`src/hdl/dsc_pkg.sv`:
```
// shared types and constants for the direct state count block
package dsc_pkg;

  localparam int unsigned OP_W       = 2;
  localparam int unsigned BIN_W      = 12;
  localparam int unsigned VAL_W      = 56;
  localparam int unsigned FREQ_W     = 20;
  localparam int unsigned GSIZE_W    = 16;
  localparam int unsigned GRECIP_W   = 32;
  localparam int unsigned GCOUNT_W   = 13;
  localparam int unsigned CFG_IDX_W  = 2;
  localparam int unsigned CFG_DATA_W = 32;

  localparam logic [VAL_W-1:0] VAL_MAX = {VAL_W{1'b1}};

  // rounding divider: (2f + g) / (2g)
  localparam int unsigned DIV_NUM_W = 22;
  localparam int unsigned DIV_DEN_W = GSIZE_W + 1;
  localparam int unsigned DIV_CNT_W = $clog2(DIV_NUM_W);

  // density scaling, value split in two halves times the Q8.24 reciprocal
  localparam int unsigned HALF_W    = 28;
  localparam int unsigned PROD_W    = HALF_W + GRECIP_W;
  localparam int unsigned RECIP_FRAC = 24;

  typedef enum logic [OP_W-1:0] {
    OP_INIT = 2'd0,
    OP_LOAD = 2'd1,
    OP_ADD  = 2'd2,
    OP_READ = 2'd3
  } dsc_op_e;

  typedef enum logic [CFG_IDX_W-1:0] {
    CFG_SUM_MODE    = 2'd0,
    CFG_GRAIN_SIZE  = 2'd1,
    CFG_GRAIN_RECIP = 2'd2,
    CFG_GRAIN_COUNT = 2'd3
  } dsc_cfg_e;

  typedef struct packed {
    logic done;
    logic sat;
  } dsc_scl_sts_t;

endpackage

```
`src/hdl/dsc_scaler.sv`:
```
// density readout scaling: one 28x32 multiplier used for both halves
module dsc_scaler (
  input  logic                          clk_i,
  input  logic                          rst_ni,
  input  logic                          start_i,
  input  logic [dsc_pkg::VAL_W-1:0]     value_i,
  input  logic [dsc_pkg::GRECIP_W-1:0]  recip_i,
  output dsc_pkg::dsc_scl_sts_t         sts_o,
  output logic [dsc_pkg::VAL_W-1:0]     result_o
);
  import dsc_pkg::*;

  logic                ph1_q, ph2_q, done_q, sat_q;
  logic [HALF_W-1:0]   lo_q, mul_a;
  logic [PROD_W-1:0]   product_q, hi_q;
  logic [VAL_W-1:0]    result_q;
  logic [PROD_W:0]     rounded;
  logic [VAL_W:0]      total;
  logic                hi_big;

  always_comb begin
    mul_a   = ph1_q ? lo_q : value_i[VAL_W-1:VAL_W-HALF_W];
    hi_big  = hi_q > PROD_W'(VAL_MAX >> 4);
    rounded = {1'b0, product_q} + (PROD_W+1)'(1 << (RECIP_FRAC - 1));
    total   = (VAL_W+1)'({hi_q[VAL_W-5:0], 4'b0000})
            + (VAL_W+1)'(rounded[PROD_W:RECIP_FRAC]);
  end

  always_ff @(posedge clk_i or negedge rst_ni) begin
    if (!rst_ni) begin
      ph1_q     <= 1'b0;
      ph2_q     <= 1'b0;
      done_q    <= 1'b0;
      sat_q     <= 1'b0;
      lo_q      <= '0;
      product_q <= '0;
      hi_q      <= '0;
      result_q  <= '0;
    end else begin
      ph1_q     <= start_i;
      ph2_q     <= ph1_q;
      done_q    <= ph2_q;
      product_q <= PROD_W'(mul_a) * PROD_W'(recip_i);
      if (start_i) begin
        lo_q <= value_i[HALF_W-1:0];
      end
      if (ph1_q) begin
        hi_q <= product_q;
      end
      if (ph2_q) begin
        sat_q    <= hi_big | total[VAL_W];
        result_q <= (hi_big | total[VAL_W]) ? VAL_MAX : total[VAL_W-1:0];
      end
    end
  end

  assign sts_o.done = done_q;
  assign sts_o.sat  = sat_q;
  assign result_o   = result_q;

endmodule

```
`config.mk`:
```
export PLATFORM = sky130hd
export DESIGN_NAME = dsc_scaler
export DESIGN_NICKNAME = d
export VERILOG_FILES = /design/src/hdl/dsc_pkg.sv /design/src/hdl/dsc_scaler.sv
export SDC_FILE = /design/constraint.sdc
export NUM_CORES = 2
export LEC_CHECK = 0
export BUFFER_PORTS_ARGS = -buffer_cell sky130_fd_sc_hd__buf_4
export CAP_MARGIN = 30
export CORE_ASPECT_RATIO = 0.75
export CORE_UTILIZATION = 65
export CTS_BUF_LIST = sky130_fd_sc_hd__clkbuf_16
export CTS_CLUSTER_DIAMETER = 200
export DETAILED_ROUTE_END_ITERATION = 8
export GPL_TIMING_DRIVEN = 0
export PLACE_DENSITY = 0.83
export SETUP_SLACK_MARGIN = 0.1
export SLEW_MARGIN = 40
export SYNTH_ARGS = -nofsm -noshare
export SYNTH_HDL_FRONTEND = slang
export SYNTH_SLANG_ARGS = --single-unit
```
`constraint.sdc`:
```
create_clock -name clk_i -period 16.73 [get_ports clk_i]
set_input_delay 1.673 -clock clk_i [delete_from_list [all_inputs] [get_ports clk_i]]
set_output_delay 1.673 -clock clk_i [all_outputs]
set_load 0.01 [all_outputs]
```
# Word-level counts from Yosys, hierarchy flattened
# Cells that the tools add are included.
totals:
  input_bits: 91
  reg_bits: 208
  wordCells: 15
  out_inout_bits: 58
classes:
  add_sub_neg: 2
  n_bitwise: 1
  order_cmp: 1
  muxes: 2
  n_mul: 1
op_table:
  columns: ["operator", "count"]
  rows:
  - ["$add 60x24->61 const B", 1]
  - ["$gt 60x52->1 const B", 1]
  - ["$mul 28x32->60", 1]
  - ["$add 56x37->57", 1]
  - ["$mux 56", 1]
  - ["$mux 28", 1]
  - ["$or 1x1->1", 1]

# Longest topological paths before layout
logic_depth:
  ltp_word: 4
  mapped_depth: 30
  mapped_depth_nobuf: 26

# Worst setup path before layout
# Ideal clock, no wire load.
synth_path:
  path_kind: "input port to flip-flop"
  startpoint: "in value_i[29] (netlist name)"
  endpoint: "reg product_q[57]"
  path_stages: 24
  required_time_ps: 16598
  t_arrival_ps: 8108
  n_path_buf: 1
  setup_time_ps: 132
  path_slack_ps: 8490
  path_cell_list: "mux2_2 clkbuf_1 and2_1 fa_1 fa_1 fa_1 inv_1 fa_1 inv_1 fa_1 fa_1 inv_1 fa_1 inv_1 ha_1 and3_1 and2_1 o32a_1 a41oi_1 o31a_1 o22ai_1 a21oi_1 nor3_1 or3b_1"
synth_between:
  elab_chain_cells: 2
synth_rtl:
  columns: ["item", "line_no", "text"]
  rows:
  - ["from (decl)", "dsc_scaler.sv:6", "input logic [dsc_pkg::VAL_W-1:0] value_i,"]
  - ["$mux 28", "dsc_scaler.sv:22", "mul_a = ph1_q ? lo_q : value_i[VAL_W-1:VAL_W-HALF_W];"]
  - ["$mul 28x32->60", "dsc_scaler.sv:43", "product_q <= PROD_W'(mul_a) * PROD_W'(recip_i);"]
  - ["to (signal assigned)", "dsc_scaler.sv:43", null]
  - ["to (decl)", "dsc_scaler.sv:15", "logic [PROD_W-1:0] product_q, hi_q;"]
# No other way between the ends.
# A chain may end at the register's enable or synchronous reset.

# Worst setup path after layout
layout_path:
  startpoint: "reg ph1_q"
  endpoint: "reg product_q[57]"
layout_between:
  elab_chain_cells: 2
layout_rtl:
  columns: ["item", "line_no", "text"]
  rows:
  - ["from (decl)", "dsc_scaler.sv:13", "logic ph1_q, ph2_q, done_q, sat_q;"]
  - ["from (signal assigned)", "dsc_scaler.sv:40", "ph1_q <= start_i;"]
  - ["$mux 28", "dsc_scaler.sv:22", null]
  - ["$mul 28x32->60", "dsc_scaler.sv:43", null]
# No other way between the ends.

==> results.json <==
{
  "cp.arrival_ns": 10.27,
  "synth_area_leader_cell": "fa_1",
  "final_nets": 5479,
  "synth_seq_cells": 208,
  "netlist.area_leader.share": 0.3923,
  "initial_utilization": 0.6580,
  "status": "complete, no violations",
  "antenna_found_initial": 15,
  "multiInputGateArea_um2": 30170,
  "maxCapViolCount": 0,
  "cts_resized": 0,
  "fmax_mhz": 101.3,
  "gp_congestion": 1.074,
  "clk_path_buf_depth": 3,
  "wl_per_cell_um": 24.70,
  "yosysUniqueCellTypes": 73,
  "num_rows": 78,
  "ant_nets": 0,
  "finClkSkew_ns": 0.02387,
  "die-area_um2": 62160,
  "fin_crit_ns": 9.871,
  "finalWirelength_mm": 128.0,
  "tightest_slew_ns": 0.9863,
  "synthArstFlopShare": 1.000,
  "grt_max_degree": 75,
  "seq_area_um2": 5205,
  "tns_ns": 0,
  "drive_gt1_frac": 0.09006,
  "gr-total-overflow": 0,
  "coreArea_um2": 60410,
  "syn_avg_cell_area_um2": 9.424,
  "period_share": 0.5900,
  "synth_edf_count": 0,
  "hold_path.class": "flip-flop to flip-flop",
  "insertion_delay_ns": 0.54,
  "syn-num-nets": 5336,
  "area_growth_pct": 6.692,
  "num-fill-cells": 4639,
  "synth_area_um2": 39750,
  "grtUsageTotal": 0.4253,
  "drt_iter0_markers": 3504,
  "yosys_warnings": 0,
  "ys.flop_type": "dfrtp_1",
  "clkTransAtPathRegs_ns": 0.06,
  "fp.dieH_um": 216.2,
  "crit_path_max_fanout": 10,
  "synthTopCellsByCount": "912 x inv_1, 779 x fa_1, 527 x nand2_1, 468 x and2_1, 248 x ha_1",
  "worst_path_max_delay_cell": "fa_1",
  "slew_violations": 0,
  "synth_area_leaders": "fa_1 39%, dfrtp_1 13%, inv_1 8.6%, ha_1 7.8%, and2_1 7.4%",
  "grt_pass1_vias": 31840,
  "cts_buffers": 21,
  "cts_sinks": 208,
  "synthCells": 4218,
  "crit_type": "flip-flop to flip-flop",
  "crit_path_frequent_cell": "fa_1",
  "yosysMostFrequentCell": "inv_1",
  "hold_viol_final": 0,
  "rsz0062_at_grt": "no",
  "cts_root_buf": "clkbuf_16",
  "vias": 30950,
  "dieWidth_um": 287.6,
  "slowest_delay_ns": 0.66,
  "holdWs_ns": 0.3789,
  "cts.htree.levels": 1,
  "slew_headroom": 0.3425,
  "endpoint_kind": "flip-flop",
  "avgViaCountPerCell": 5.972,
  "start_kind": "flip-flop",
  "grt_pass1_wl_mm": 193.0,
  "yosysSeqAreaShare": 0.1309,
  "port_buffers": 116,
  "drc": 0,
  "report.final.setup_viol": 0,
  "ioPinCount": 149,
  "worst_ep_required_time_ns": 17.13,
  "dr.pass1.iters": 6,
  "holdBufCountCts": 0,
  "tritoncts": "built",
  "hpwl_mm": 105.1,
  "cts_setup_buffers": 0
}
==> worst max-delay path: cells and delay by family (launching register included) <==
family / cells / cell delay (ns)
AOI/OAI and AO/OA: 4 / 1.33
adders and majority gates: 8 / 4.22
buffers and inverters: 8 / 2.02
DFF: 1 / 0.34
muxes: 1 / 0.55
and+or+nand+nor: 5 / 1.24
==> routing by layer <==
metal,GRT usage,vias up,share of wire
met5,0,-,0.00039
met4,0.1899,8,0.055
met3,0.1566,382,0.15
met2,0.5918,2101,0.41
met1,0.5941,15590,0.39
li1,-,12880,-
==> registers in the layout, summed over array words and instances (netlist names) <==
name and cells:
product_q 60, sat_q 1, result_o 56, ph1_q 1
done_q 1, ph2_q 1, hi_q 60, lo_q 28
==> cells by family (layout without fill, tap and decap cells) <==
| logic type | count (synthesis) | count (layout) | share of synthesized area |
|---|---|---|---|
| compound gates | 349 | 349 | 0.07032 |
| xor+xnor | 137 | 137 | 0.03019 |
| fa+ha+maj | 1027 | 1027 | 0.4704 |
| buf+inv | 1142 | 1299 | 0.1104 |
| flops | 208 | 208 | 0.1309 |
| mux | 116 | 116 | 0.03283 |
| other cells | 0 | 8 | 0 |
| simple gates | 1239 | 1239 | 0.1550 |
==> cells in the final DEF (no fill, tap or decap), drive strengths merged, types with 5 or more instances in the layout <==
cell	Yosys	layout
a211o	6	6
a211oi	13	13
a21boi	8	8
a21o	35	35
a21oi	139	139
a31oi	18	18
a41oi	5	5
and2	468	468
and3	20	20
buf	47	165
clkbuf	183	206
clkinv	0	9
dfrtp	208	208
diode	0	8
fa	779	779
ha	248	248
inv	912	918
mux2	115	115
nand2	530	530
nand2b	12	12
nand3	40	40
nand4	12	12
nor2	110	110
nor2b	5	5
nor3	15	15
o211ai	9	9
o21a	16	16
o21ai	49	49
o21bai	12	12
or2	5	5
or3	10	10
xnor2	89	89
xor2	48	48
==> path summary, 6_finish.rpt <==
path                             start             to  slack, ns  cells after the start
worst max-delay path             ph1_q  product_q[57]       6.86                     26
worst min-delay path             ph1_q          ph2_q       0.38                      0
worst max register to register   ph1_q  product_q[57]       6.86                     26
worst min register to register   ph1_q          ph2_q       0.38                      0
max in group asynchronous       rst_ni       lo_q[16]      14.79                      2
min in group asynchronous       rst_ni   result_o[18]       1.10                      1
==> area by class of cell <==
class / instances / share of cell area
clock inverters: 16 / 0.002449
multi-input cells: 2868 / 0.7113
clock buffers: 21 / 0.01239
diodes: 8 / 0.0004720
flip-flops and latches: 208 / 0.1227
inverters: 912 / 0.08072
repair buffers: 120 / 0.02245
well taps: 800 / 0.02360
plain buffers: 230 / 0.02387
==> metrics by stage <==
stage	setup WS (ns)	instances	util	area [um2]
2_1_floorplan	8.490	4218	-	39750
3_3_place_gp	6.183	5134	0.6890	41620
3_5_place_dp	6.677	5138	0.6908	41730
4_1_cts	6.973	5175	0.7012	42360
5_1_grt	6.689	5177	0.7018	42400
6_report	6.859	5183	0.7020	42410
Power is left out: the tool's default activity adds up to more than one toggle a clock period on the data nets, which glitch-free logic cannot reach.
