==> src/hdl/dsc_pkg.sv <==
// shared types and constants for the direct state count block
package dsc_pkg;

  localparam int unsigned OP_W       = 2;
  localparam int unsigned BIN_W      = 12;
  localparam int unsigned VAL_W      = 56;
  localparam int unsigned FREQ_W     = 20;
  localparam int unsigned GSIZE_W    = 16;
  localparam int unsigned GRECIP_W   = 32;
  localparam int unsigned GCOUNT_W   = 13;
  localparam int unsigned CFG_IDX_W  = 2;
  localparam int unsigned CFG_DATA_W = 32;

  localparam logic [VAL_W-1:0] VAL_MAX = {VAL_W{1'b1}};

  // rounding divider: (2f + g) / (2g)
  localparam int unsigned DIV_NUM_W = 22;
  localparam int unsigned DIV_DEN_W = GSIZE_W + 1;
  localparam int unsigned DIV_CNT_W = $clog2(DIV_NUM_W);

  // density scaling, value split in two halves times the Q8.24 reciprocal
  localparam int unsigned HALF_W    = 28;
  localparam int unsigned PROD_W    = HALF_W + GRECIP_W;
  localparam int unsigned RECIP_FRAC = 24;

  typedef enum logic [OP_W-1:0] {
    OP_INIT = 2'd0,
    OP_LOAD = 2'd1,
    OP_ADD  = 2'd2,
    OP_READ = 2'd3
  } dsc_op_e;

  typedef enum logic [CFG_IDX_W-1:0] {
    CFG_SUM_MODE    = 2'd0,
    CFG_GRAIN_SIZE  = 2'd1,
    CFG_GRAIN_RECIP = 2'd2,
    CFG_GRAIN_COUNT = 2'd3
  } dsc_cfg_e;

  typedef struct packed {
    logic done;
    logic sat;
  } dsc_scl_sts_t;

endpackage

==> src/hdl/dsc_divider.sv <==
// restoring divider, one quotient bit per cycle, gives the grain shift
module dsc_divider (
  input  logic                           clk_i,
  input  logic                           rst_ni,
  input  logic                           start_i,
  input  logic [dsc_pkg::DIV_NUM_W-1:0]  numer_i,
  input  logic [dsc_pkg::DIV_DEN_W-1:0]  denom_i,
  output logic                           done_o,
  output logic [dsc_pkg::DIV_NUM_W-1:0]  quotient_o
);
  import dsc_pkg::*;

  logic                 busy_q, done_q;
  logic [DIV_CNT_W-1:0] cnt_q;
  logic [DIV_NUM_W-1:0] quo_q;
  logic [DIV_DEN_W-1:0] rem_q, den_q;
  logic [DIV_DEN_W:0]   rem_sh, rem_sub;
  logic                 ge;

  always_comb begin
    rem_sh  = {rem_q, quo_q[DIV_NUM_W-1]};
    ge      = rem_sh >= {1'b0, den_q};
    rem_sub = rem_sh - {1'b0, den_q};
  end

  always_ff @(posedge clk_i or negedge rst_ni) begin
    if (!rst_ni) begin
      busy_q <= 1'b0;
      done_q <= 1'b0;
      cnt_q  <= '0;
      quo_q  <= '0;
      rem_q  <= '0;
      den_q  <= '0;
    end else begin
      done_q <= 1'b0;
      if (start_i) begin
        busy_q <= 1'b1;
        cnt_q  <= '0;
        quo_q  <= numer_i;
        rem_q  <= '0;
        den_q  <= denom_i;
      end else if (busy_q) begin
        quo_q <= {quo_q[DIV_NUM_W-2:0], ge};
        rem_q <= ge ? rem_sub[DIV_DEN_W-1:0] : rem_sh[DIV_DEN_W-1:0];
        cnt_q <= cnt_q + 1'b1;
        if (cnt_q == DIV_CNT_W'(DIV_NUM_W - 1)) begin
          busy_q <= 1'b0;
          done_q <= 1'b1;
        end
      end
    end
  end

  assign done_o     = done_q;
  assign quotient_o = quo_q;

endmodule

==> config.mk <==
export PLATFORM = sky130hd
export DESIGN_NAME = dsc_divider
export DESIGN_NICKNAME = d
export VERILOG_FILES = /design/src/hdl/dsc_pkg.sv /design/src/hdl/dsc_divider.sv
export SDC_FILE = /design/constraint.sdc
export NUM_CORES = 1
export LEC_CHECK = 0
export ABC_AREA = 1
export BUFFER_PORTS_ARGS = -buffer_cell sky130_fd_sc_hd__buf_4
export CORE_MARGIN = 1
export CORE_UTILIZATION = 47
export DETAILED_ROUTE_END_ITERATION = 6
export PLACE_DENSITY = 0.73
export SLEW_MARGIN = 20
export SYNTH_ARGS = -nofsm -noshare
export SYNTH_HDL_FRONTEND = slang
export SYNTH_SLANG_ARGS = --single-unit
export TNS_END_PERCENT = 30
==> constraint.sdc <==
create_clock -name clk_i -period 1.9 [get_ports clk_i]
set_clock_uncertainty 0.15 [all_clocks]
set_input_delay 0.19 -clock clk_i [delete_from_list [all_inputs] [get_ports clk_i]]
set_output_delay 0.19 -clock clk_i [all_outputs]
set_load 0.05 [all_outputs]
==> After elaboration in Yosys (flattened, before gate mapping) <==
Cells that the tools add are included.
W data, S select, Z words.
{ "totals": {"out_inout_bits": 23, "word_cells": 24, "ff_bits": 63} }
{ "classes": {"n_addsub": 2, "muxes": 13, "n_lt_le_gt_ge": 1, "reduce_logical": 1, "n_eq_ne": 1} }
{ "op_table": {"columns": ["operator", "n"], "rows": [
  ["$mux W17", 3],
  ["$mux W22", 2],
  ["$ge A18 B17 Y1", 1],
  ["$sub A17 B17 Y17", 1],
  ["$mux W5", 2],
  ["$mux W1", 6],
  ["$add A5 B1 Y5 const B", 1],
  ["$eq A5 B5 Y1 const B", 1],
  ["$reduce_bool A2 Y1", 1]
]} }

==> Logic depth before layout (Yosys ltp) <==
{ "depth": {"ltp_word": 4, "ltp_mapped": 14, "ltp_nobuf": 14} }

==> Worst setup path after synthesis <==
OpenSTA, ideal clock, no wires.
{ "synth_path": {"path_type": "register -> register", "startpoint": "register quo_q[21], in the netlist quotient_o[21]", "endpoint": "register rem_q[15]", "period_less_slack_ps": 2404, "path_stages_with_launch": 12, "required_ps": 1634, "t_arrival_ps": 2137, "slack_ps": -504, "cell_sequence": "dfrtp_1 -> inv_1 -> ha_1 -> fa_1 -> nand3b_1 -> nand3_2 -> nand2_4 -> nand2_8 -> buf_12 -> nand3_2 -> nand2_1 -> nand2_1"} }
{ "synth_via": {"elab_chain_cells": 4, "elab_cells_between_ends": 5, "classes_between": "add/sub: 1; order compare: 1; mux: 3"} }
{ "synth_lines": {"columns": ["element", "line", "source"], "rows": [
  ["from (decl)", "dsc_divider.sv:15", "logic [DIV_NUM_W-1:0] quo_q;"],
  ["from (signal assigned)", "dsc_divider.sv:39", "quo_q <= numer_i;"],
  ["from (signal assigned)", "dsc_divider.sv:43", "quo_q <= {quo_q[DIV_NUM_W-2:0], ge};"],
  ["$sub A17 B17 Y17 / $ge A18 B17 Y1 (equally long branches)", "dsc_divider.sv:23, dsc_divider.sv:22", null],
  ["$mux W17 (*)", "dsc_divider.sv:44", "rem_q <= ge ? rem_sub[DIV_DEN_W-1:0] : rem_sh[DIV_DEN_W-1:0];"],
  ["$mux W17 (*)", "dsc_divider.sv:42", "end else if (busy_q) begin"],
  ["$mux W17 (*)", "dsc_divider.sv:36", "if (start_i) begin"],
  ["to (signal assigned)", "dsc_divider.sv:44", null],
  ["to (decl)", "dsc_divider.sv:16", "logic [DIV_DEN_W-1:0] rem_q, den_q;"]
]} }
Mark *: on every way between the ends. The rest lies on a longest branch, timed or not. The select of a mux whose other input is x is not followed.
A chain may end at the register's enable or synchronous reset.

==> Worst setup path in the final report <==
{ "layout_path": {"startpoint": "register den_q[0]", "endpoint": "register rem_q[6]"} }
{ "layout_via": {"elab_chain_cells": 4, "elab_cells_between_ends": 5, "classes_between": "add/sub: 1; order compare: 1; mux: 3"} }
{ "layout_lines": {"columns": ["element", "line", "source"], "rows": [
  ["from (decl)", "dsc_divider.sv:16", null],
  ["from (signal assigned)", "dsc_divider.sv:41", "den_q <= denom_i;"],
  ["$sub A17 B17 Y17 / $ge A18 B17 Y1 (equally long branches)", "dsc_divider.sv:23, dsc_divider.sv:22", null],
  ["$mux W17 (*)", "dsc_divider.sv:44", null],
  ["$mux W17 (*)", "dsc_divider.sv:42", null],
  ["$mux W17 (*)", "dsc_divider.sv:36", null]
]} }
Marks and branches as above.

==> impl_metrics.sql <==
INSERT INTO impl_metrics (metric_group, metric, value, unit) VALUES
('floorplanning', 'placeableCoreArea', '8180', 'um2'),
('setup_path', 'critPathCaptureType', 'flip-flop', ''),
('place', 'io_buffers', '64', ''),
('global_routing', 'grt_antenna_before_repair', '0', ''),
('clocking', 'htreeDepth', '3', ''),
('timing', 'final-max-slew-violation-count', '0', ''),
('timing', 'finalWorstPathRequiredPeriod', '2.16', 'ns'),
('place', 'globalplace.congestion', '0.899', ''),
('floorplanning', 'num_io_pins', '65', ''),
('timing', 'worst_slew_pin_slew', '0.628', 'ns'),
('yosys', 'syn-num-nets', '590', ''),
('clocking', 'insertion_delay', '0.35', 'ns'),
('clocking', 'clock_tree.buffer_depth', '2', ''),
('timing', 'finalSetupTns', '-2.64', 'ns'),
('timing', 'postLayoutSetupSlackWorst', '-0.257', 'ns'),
('global_routing', 'groute.usage.overall', '29.4', '%'),
('timing', 'grt_setup_unrepaired', 'true', ''),
('cells_and_area', 'fill_cells', '594', ''),
('power', 'vdd.ir_drop.worst', '0.000687', 'V'),
('cells_and_area', 'final_cell_mix', 'sky130_fd_sc_hd__nand2_1 (160), sky130_fd_sc_hd__buf_4 (131), sky130_fd_sc_hd__inv_1 (85)', ''),
('routing', 'drt_wl_total', '12.1', 'mm'),
('routing', 'drc_violation_count_after_routing', '0', ''),
('flow_run', 'cap_viol_max_count', '0', ''),
('floorplanning', 'rows', '33', ''),
('cells_and_area', 'drive_gt1_share', '31.1', '%'),
('global_routing', 'globalRoute.totalOverflow', '0', ''),
('clocking', 'clkTransAtPathRegs', '0.09', 'ns'),
('cells_and_area', 'final_nets', '765', ''),
('global_routing', 'grt_max_degree', '43', ''),
('cells_and_area', 'n_antenna_cell', '0', ''),
('yosys', 'synth_area_per_cell', '7.49', 'um2'),
('floorplanning', 'initial_core_util', '48.4', '%'),
('routing', 'initialDrtViolationCount', '315', ''),
('yosys', 'syn-instance-count', '528', ''),
('setup_path', 'slowest_stage', 'sky130_fd_sc_hd__dfrtp_1', ''),
('yosys', 'mappedNetlistArea', '3960', 'um2'),
('cells_and_area', 'finish.utilization', '72.8', '%'),
('timing', 'setup-violations-final', '18', ''),
('timing', 'finalHoldViolations', '0', ''),
('clocking', 'clk_root_buffer_cell', 'sky130_fd_sc_hd__clkbuf_8', ''),
('yosys', 'synthFlopType', 'sky130_fd_sc_hd__dfrtp_1', ''),
('place', 'place_hpwl', '7.88', 'mm'),
('timing', 'relative_max_transition_margin', '58.1', '%'),
('power', 'leakage_power_figure', '3.13', 'nW'),
('cells_and_area', 'layout_commonest_cell', 'sky130_fd_sc_hd__nand2_1', ''),
('setup_path', 'cp.arrival', '2.24', 'ns'),
('routing', 'number_of_optimization_iterations_in_the_first_detailed_route_pass', '4', ''),
('routing', 'routedWlPerCell', '14.9', 'um'),
('yosys', 'synth-seq-area-share', '39.8', '%'),
('setup_path', 'critPathMaxStageDelay', '0.42', 'ns'),
('cells_and_area', 'ff_latch_area', '1580', 'um2'),
('routing', 'via_count', '4186', ''),
('setup_path', 'path_max_fanout', '3', ''),
('status', 'status', 'complete, but fails checks', ''),
('global_routing', 'grt_pass1_vias', '4248', ''),
('setup_path', 'crit_required', '1.99', 'ns'),
('yosys', 'synthDistinctLibCells', '37', ''),
('yosys', 'asyncSetResetFlopFracSynth', '100', '%'),
('clocking', 'numClockSinks', '63', ''),
('timing', 'fmax', '464', 'MHz'),
('setup_path', 'cp-start-kind', 'flip-flop', ''),
('clocking', 'cts_tree', 'done', ''),
('yosys', 'ys_warn_count', '0', ''),
('setup_path', 'critical_path.cell_chain', 'ha_4 > fa_2 > nor2_1 > nor2_2 > o21ai_2 > xor2_1 > nand2_1 > nand3_1 > o21ai_1', ''),
('cells_and_area', 'multiInputGateArea', '2180', 'um2'),
('routing', 'vias_per_cell', '5.15', ''),
('cells_and_area', 'growth_of_design_area_from_synthesis_to_finish', '50.4', '%'),
('global_routing', 'wire_length_of_the_first_global_routing_pass', '20.0', 'mm'),
('floorplanning', 'die_area', '8790', 'um2'),
('yosys', 'synth-seq-cells', '63', ''),
('clocking', 'cts-buffers-inserted', '9', ''),
('setup_path', 'critPathKind', 'flip-flop to flip-flop', ''),
('status', 'failed_checks', 'setup timing', ''),
('routing', 'route.antenna.remaining_nets', '0', ''),
('hold_path', 'holdCritPathClass', 'input pin to flip-flop', ''),
('timing', 'period_utilization', '114', '%'),
('floorplanning', 'fp.dieH', '93.7', 'um'),
('yosys', 'synth_edf_count', '0', ''),
('floorplanning', 'chipWidth', '93.7', 'um'),
('power', 'cellPowerDensity', '1260', 'nW/um2'),
('timing', 'finalHoldWorstSlack', '0.0139', 'ns');
## registers in the layout, summed over array words and instances, names as in the netlist
name / flops
done_o: 1
busy_q: 1
quotient_o: 22
den_q: 17
rem_q: 17
cnt_q: 5
## per-stage QoR
step | cell area [um2] | std cells | power, W | setup slack (ns)
2_1_floorplan | 3970 | 528 | 0.00410 | -0.212
6_report | 5950 | 813 | 0.00752 | -0.257
4_1_cts | 5850 | 810 | 0.00721 | -0.168
3_3_place_gp | 5030 | 748 | 0.00543 | -0.340
3_5_place_dp | 5030 | 748 | 0.00551 | -0.349
5_1_grt | 5950 | 813 | 0.00805 | -0.357
## power by group
part / internal (W) / switching [W]
clock network: 0.000619 / 0.000614
registers: 0.00157 / 0.000189
logic: 0.00206 / 0.00247
## cell families after synthesis
logic type	Yosys count	share of synthesized area, %
AOI/OAI and AO/OA	69	11.5
DFF	63	39.8
xor gates and xnor gates	7	1.55
buffers and inverters	110	11.3
and+or+nand+nor	259	29.3
adders and majority gates	20	6.51
## Yosys cell counts, types with 3 or more instances
library cell	count	area, um2
sky130_fd_sc_hd__nor2_2	3	18.8
sky130_fd_sc_hd__ha_1	19	238
sky130_fd_sc_hd__inv_1	93	349
sky130_fd_sc_hd__nand3_1	40	200
sky130_fd_sc_hd__xnor2_1	4	35.0
sky130_fd_sc_hd__nand2_2	3	18.8
sky130_fd_sc_hd__dfrtp_1	63	1580
sky130_fd_sc_hd__nor3_1	4	20.0
sky130_fd_sc_hd__nand3b_1	4	30.0
sky130_fd_sc_hd__nand2_1	168	631
sky130_fd_sc_hd__o221ai_1	18	158
sky130_fd_sc_hd__nand3_2	6	60.1
sky130_fd_sc_hd__nor2_1	19	71.3
sky130_fd_sc_hd__a21oi_1	11	55.1
sky130_fd_sc_hd__xor2_1	3	26.3
sky130_fd_sc_hd__clkbuf_1	11	41.3
sky130_fd_sc_hd__nand4_1	6	37.5
sky130_fd_sc_hd__o21ai_0	24	120
sky130_fd_sc_hd__o21ai_1	4	20.0
## worst paths after layout
path,depth (start not counted),start,endpoint,slack (ns)
setup / recovery,9,den_q[0],rem_q[6],-0.26
hold / removal,3,start_i,den_q[0],0.01
setup reg to reg,9,den_q[0],rem_q[6],-0.26
hold reg to reg,1,cnt_q[4],cnt_q[4],0.34
max in group asynchronous,3,rst_ni,rem_q[6],0.89
min in group asynchronous,2,rst_ni,den_q[2],0.17
## critical path: cells and delay by family (launching register included)
family                   cells  cell delay [ns]
adder cells (fa/ha/maj)      2             0.52
AO/OA/AOI/OAI                2             0.26
XOR/XNOR                     1             0.24
flip-flops                   1             0.42
AND/OR/NAND/NOR              4             0.44
## layout make-up
class / count / share of cell area [%]
multi-input cells: 356 / 36.6
clock buffers: 9 / 2.08
clock inverters: 7 / 1.32
flip-flops and latches: 63 / 26.5
repair buffers: 179 / 25.4
inverters: 94 / 5.93
well taps: 105 / 2.21
## layer usage
metal  track usage (%)  part of all wire [%]  up-vias
met4              8.59                   1.9        0
met5                 0                     0        -
met3              6.07                   5.5       24
met1              37.8                    44     1973
li1                  -                     -     2044
met2              49.8                    49      145
## repair_timing
item / CTS / global route
gates resized for setup: 26 / 20
hold buffers: 40 / 0
gates cloned: 1 / 0
pin swaps: 11 / 8
buffers inserted: 5 / 3
endpoints found under the setup margin: 18 / 18
hold endpoints to repair: 69 / 0
Power figures use the tool's default switching activity.
